### src/rtl/core/block_diagonal_matmul_core_assert.svh
// assertion macros shared by the block diagonal multiply rtl
`ifndef BLOCK_DIAGONAL_MATMUL_CORE_ASSERT_SVH
`define BLOCK_DIAGONAL_MATMUL_CORE_ASSERT_SVH

// same-cycle implication, disabled during reset
`define BDM_ASSERT_IMP(label, clk, rst, ante, cons, msg) \
   label: assert property (@(posedge clk) disable iff (rst) (ante) |-> (cons)) \
      else $error(msg);

// next-cycle implication, disabled during reset
`define BDM_ASSERT_NXT(label, clk, rst, ante, cons, msg) \
   label: assert property (@(posedge clk) disable iff (rst) (ante) |=> (cons)) \
      else $error(msg);

`endif

### src/rtl/core/bdm_pkg.sv
// shared constants, types and helpers of the block diagonal multiply core
package bdm_pkg;

   // sizes of the coefficient matrix
   localparam int MAX_BLOCK_IN  = 16;
   localparam int MAX_BLOCK_OUT = 16;
   localparam int ROW_ADDR_W    = $clog2(MAX_BLOCK_IN);

   // field widths
   localparam int VALUE_W   = 32;
   localparam int ROW_W     = 4;
   localparam int COL_W     = 4;
   localparam int CFG_W     = 5;
   localparam int CSR_IDX_W = 4;
   localparam int FRAC_W    = 16;
   localparam int PROD_W    = 2 * VALUE_W;
   localparam int ACC_W     = PROD_W - FRAC_W;

   // result queue: two banks of one block each
   localparam int OUTQ_BANKS = 2;
   localparam int BANK_W     = $clog2(OUTQ_BANKS);
   localparam int FULL_W     = $clog2(OUTQ_BANKS + 1);

   // command codes
   localparam logic CMD_COEFF = 1'b0;
   localparam logic CMD_DATA  = 1'b1;

   // register indexes
   localparam logic [CSR_IDX_W-1:0] CSR_BLOCK_IN  = CSR_IDX_W'(0);
   localparam logic [CSR_IDX_W-1:0] CSR_BLOCK_OUT = CSR_IDX_W'(1);

   // arithmetic limits
   localparam logic signed [PROD_W-1:0] ROUND_HALF = PROD_W'(1) << (FRAC_W - 1);
   localparam logic [ACC_W-1:0]   ACC_MAX = {1'b0, {(ACC_W - 1){1'b1}}};
   localparam logic [ACC_W-1:0]   ACC_MIN = {1'b1, {(ACC_W - 1){1'b0}}};
   localparam logic [VALUE_W-1:0] RES_MAX = {1'b0, {(VALUE_W - 1){1'b1}}};
   localparam logic [VALUE_W-1:0] RES_MIN = {1'b1, {(VALUE_W - 1){1'b0}}};

   // one block of results, one word per lane
   typedef logic [MAX_BLOCK_OUT-1:0][VALUE_W-1:0] result_row_type;

   // controls shared by all lanes
   typedef struct packed {
      logic                  advance;
      logic [ROW_ADDR_W-1:0] rd_row;
      logic [ROW_ADDR_W-1:0] wr_row;
      logic [VALUE_W-1:0]    wr_data;
      logic [VALUE_W-1:0]    mul_value;
      logic                  acc_en;
      logic                  acc_last;
      logic                  acc_clear;
   } lane_ctl_type;

   // controls of the result queue
   typedef struct packed {
      logic             load;
      logic [COL_W-1:0] last_col;
   } outq_ctl_type;

   // block size as used: zero acts as one, large values clamp to the maximum
   function automatic logic [CFG_W-1:0] eff_size(input logic [CFG_W-1:0] raw,
                                                 input logic [CFG_W-1:0] maxv);
      logic [CFG_W-1:0] res;
      if (raw == '0) begin
         res = CFG_W'(1);
      end else if (raw > maxv) begin
         res = maxv;
      end else begin
         res = raw;
      end
      return res;
   endfunction

endpackage

### src/rtl/core/bdm_lane.sv
// one output column: coefficient column store, multiplier and accumulator
module bdm_lane (
   input  logic                       clock,
   input  logic                       reset,
   input  bdm_pkg::lane_ctl_type      ctl,
   input  logic                       coeff_we,
   output logic [bdm_pkg::VALUE_W-1:0] result
);
   import bdm_pkg::*;

   logic [VALUE_W-1:0]        coeff_mem [MAX_BLOCK_IN];
   logic signed [VALUE_W-1:0] coeff_rd_ff;
   logic signed [PROD_W-1:0]  prod_ff;
   logic signed [PROD_W-1:0]  prod_in;
   logic signed [PROD_W-1:0]  rnd_full;
   logic signed [ACC_W-1:0]   rounded;
   logic signed [ACC_W:0]     acc_sum;
   logic [ACC_W-1:0]          acc_sat;
   logic [ACC_W-1:0]          acc_ff;
   logic [ACC_W-1:0]          acc_in;
   logic [ACC_W-VALUE_W:0]    acc_top;

   // column store, written by coefficient items
   always_ff @(posedge clock) begin
      if (coeff_we) begin
         coeff_mem[ctl.wr_row] <= ctl.wr_data;
      end
   end

   // registered read of the row for the current block position
   always_ff @(posedge clock) begin
      if (ctl.advance) begin
         coeff_rd_ff <= $signed(coeff_mem[ctl.rd_row]);
      end
   end

   // full q32.32 product
   assign prod_in = $signed(ctl.mul_value) * coeff_rd_ff;

   always_ff @(posedge clock) begin
      if (ctl.advance) begin
         prod_ff <= prod_in;
      end
   end

   // round half up to 16 fraction bits, q32.16 in 48 bits
   assign rnd_full = prod_ff + ROUND_HALF;
   assign rounded  = rnd_full[PROD_W-1:FRAC_W];

   // saturating 48 bit accumulate
   always_comb begin
      acc_sum = $signed({acc_ff[ACC_W-1], acc_ff}) + $signed({rounded[ACC_W-1], rounded});
      if (acc_sum[ACC_W] != acc_sum[ACC_W-1]) begin
         acc_sat = acc_sum[ACC_W] ? ACC_MIN : ACC_MAX;
      end else begin
         acc_sat = acc_sum[ACC_W-1:0];
      end
   end

   // result clamped to 32 bits
   assign acc_top = acc_sat[ACC_W-1:VALUE_W-1];
   always_comb begin
      if ((&acc_top) || !(|acc_top)) begin
         result = acc_sat[VALUE_W-1:0];
      end else begin
         result = acc_sat[ACC_W-1] ? RES_MIN : RES_MAX;
      end
   end

   // accumulator restarts from zero after a block end or a block size write
   always_comb begin
      acc_in = acc_ff;
      if (ctl.acc_clear) begin
         acc_in = '0;
      end else if (ctl.acc_en) begin
         acc_in = ctl.acc_last ? '0 : acc_sat;
      end
   end

   always_ff @(posedge clock) begin
      if (reset) begin
         acc_ff <= '0;
      end else begin
         acc_ff <= acc_in;
      end
   end

endmodule

### config.mk
export PLATFORM = sky130hd
export DESIGN_NAME = bdm_lane
export DESIGN_NICKNAME = d
export VERILOG_FILES = /design/src/rtl/core/block_diagonal_matmul_core_assert.svh /design/src/rtl/core/bdm_pkg.sv /design/src/rtl/core/bdm_lane.sv
export SDC_FILE = /design/constraint.sdc
export NUM_CORES = 2
export LEC_CHECK = 0
export ABC_AREA = 1
export ABC_CLOCK_PERIOD_IN_PS = 19200
export BUFFER_PORTS_ARGS = -buffer_cell sky130_fd_sc_hd__buf_2
export CORE_MARGIN = 2
export CORE_UTILIZATION = 50
export DETAILED_ROUTE_END_ITERATION = 10
export PLACE_DENSITY = 0.73
export REMOVE_ABC_BUFFERS = 1
export SYNTH_ARGS = -nofsm -noshare
export SYNTH_HDL_FRONTEND = slang
export SYNTH_SLANG_ARGS = --single-unit
### constraint.sdc
create_clock -name clock -period 19.2 [get_ports clock]
set_input_delay 1.92 -clock clock [delete_from_list [all_inputs] [get_ports clock]]
set_output_delay 1.92 -clock clock [all_outputs]
set_load 0.01 [all_outputs]
==> run_results.csv <==
group,metric,value,unit
clock_network,clk_pin_slew,0.06,ns
worst_setup_path,cp.arrival,8.26,ns
global_route,grt_max_degree,229,
yosys,yosysSeqAreaShare,0.2759,
routing,dr.pass1.iters,6,
yosys,async_flop_share,0,
place,place_hpwl,133800,µm
routing,drtIter0Drc,4109,
clock_network,cts_made_buffers,69,
clock_network,cts_htree_levels,3,
floorplanning,dieArea,139000,µm²
floorplanning,chipHeight,372.9,µm
sta,period_share,0.5301,
clock_network,tritoncts,"done",
worst_setup_path,worstPathRequired,17.28,ns
finish,final_cell_mix,"inv_1 (2014), nand2_1 (1762), fa_1 (1082)",
finish,fin_util,0.5354,
yosys,netlist_area,68030,µm²
sta,tns,0,ns
yosys,synth-edff-count,593,
yosys,synth.distinct_cells,51,
sta,rsz0062_at_grt,"false",
routing,vias_per_cell,5.299,
clock_network,clk_latency,0.67,ns
clock_network,cts_resized,0,
finish,final_common_cell,"inv_1",
yosys,synthFlopType,"edfxtp_1",
global_route,antenna_found_initial,12,
floorplanning,die_w,372.9,µm
place,placed_cells,9256,
finish,layout-drive-gt1-share,0.04897,
routing,wire_per_inst,19.18,µm
floorplanning,core,135300,µm²
global_route,grt_pass1_vias,52959,
yosys,ys_warn_count,0,
worst_setup_path,worst-setup-path-type,"register to primary output",
sta,fin_ws,9.021,ns
sta,setup_violations,0,
routing,vias,49707,
clock_network,postCtsHoldBufs,0,
floorplanning,rows,135,
clock_network,cts_root_buf,"clkbuf_16",
floorplanning,start_util,0.5028,
clock_network,cts_sinks,641,
routing,drc,0,
clock_network,clockBufferDepth,3,
sta,clock_skew,0.05009,ns
global_route,grt_pass1_wl,289600,µm
outcome,outcome,"completed",
worst_setup_path,cpPeakStageDelay,0.72,ns
floorplanning,ios,111,
hold_path,hp-class,"register to register",
yosys,syn-instance-count,7611,
sta,finalCriticalPeriod,10.18,ns
sta,hold_violations,0,
finish,nNetsFinal,8938,
worst_setup_path,critPathSlowestCell,"o21ai_4",
yosys,synth.ff_latch_count,641,
sta,maxSlewHeadroom,0.2327,
global_route,track_usage,0.2648,
sta,worstMarginPinSlew,1.151,ns
finish,syn_to_final_growth,6.483,%
clock_network,cts_setup_buffers,0,
global_route,overflow,0,
routing,routed_wirelength,179900,µm
sta,fmax,0.09825,GHz
sta,maxSlewViolCount,0,
place,port_buffers,110,
worst_setup_path,cpMostUsedCell,"nand2_1",
worst_setup_path,crit_fanout,31,
place,place.gp.congestion,0.9710,
routing,ant_nets,0,
finish,fin_cells,9381,
worst_setup_path,critical_path.endpoint_type,"primary output",
worst_setup_path,start_kind,"register",
yosys,syn-mean-instance-area,8.938,µm²
place,dp_slack,9.057,ns
flow_run,cap_violations,0,
-- logic make-up after synthesis --
family	synth area share
simple gates	0.1354
fa+ha+maj	0.3609
xor+xnor	0.01674
compound gates	0.06134
mux	0.01883
flops	0.2759
buf+inv	0.1309
-- per-stage QoR --
| stage | hold WS, ns | area, µm² |
|---|---|---|
| 6_report | 0.4709 | 72440 |
| 2_1_floorplan | 0.4497 | 66790 |
| 3_3_place_gp | 0.4562 | 70230 |
| 5_1_grt | 0.4855 | 72440 |
| 4_1_cts | 0.4726 | 72430 |
| 3_5_place_dp | 0.4627 | 70230 |
-- synthesized netlist by cell type, types with 13 or more instances --
cell,instances,area [µm²]
nor4_1,17,106.4
nand4_1,35,219.0
xnor2_1,55,481.7
or2_2,14,87.58
inv_2,25,93.84
mux2i_1,128,1281
edfxtp_1,593,17810
a31oi_1,19,118.9
fa_1,1082,21660
o21ai_0,240,1201
ha_1,231,2890
nor2_1,237,889.6
nand2_1,1762,6614
o211ai_1,130,975.9
nand3_1,153,765.7
xor2_1,75,656.9
clkbuf_1,284,1066
inv_1,2015,7564
dfxtp_1,48,960.9
nor3_1,39,195.2
buf_1,14,52.55
nand2_2,13,81.33
a21oi_1,317,1587
-- cell type report --
type                    instances  area, µm²
clock buffers                  79       1774
inverters                    2043       7671
multi-input cells            4614      40480
fillers                     12143      62860
well taps                    1781       2228
repair buffers                177       1081
flip-flops and latches        641      18770
clock inverters                43      426.7
diodes                          3      7.507
-- worst max-delay path: cells and delay by family (launching register included) --
kind / cells / cell delay (ns)
AOI/OAI and AO/OA: 2 / 0.90
adders and majority gates: 3 / 0.89
and+or+nand+nor: 20 / 3.73
buffers and inverters: 6 / 1.26
xor gates and xnor gates: 2 / 0.40
DFF: 1 / 0.35
-- layer usage --
layer / vias up / GRT usage / part of all wire
li1: 22672 / - / -
met1: 24701 / 0.3419 / 0.41
met2: 1910 / 0.4598 / 0.49
met3: 408 / 0.03521 / 0.066
met4: 16 / 0.08935 / 0.033
met5: - / 0 / 0.00062
-- state kept, by name, summed over array words and instances, names as in the netlist --
signal       cells
coeff_mem      512
prod_ff         49
acc_ff          48
coeff_rd_ff     32
-- path summary, 6_finish.rpt --
| path | start | to | slack, ns | cells past startpoint |
|---|---|---|---|---|
| max | prod_ff[15] | result[24] | 9.02 | 33 |
| min | acc_ff[27] | acc_ff[27] | 0.47 | 2 |
| max reg2reg | coeff_rd_ff[5] | prod_ff[59] | 10.76 | 27 |
| min reg2reg | acc_ff[27] | acc_ff[27] | 0.47 | 2 |
Power is left out: the tool's default activity adds up to more than one toggle a clock period on the data nets, which glitch-free logic cannot reach.
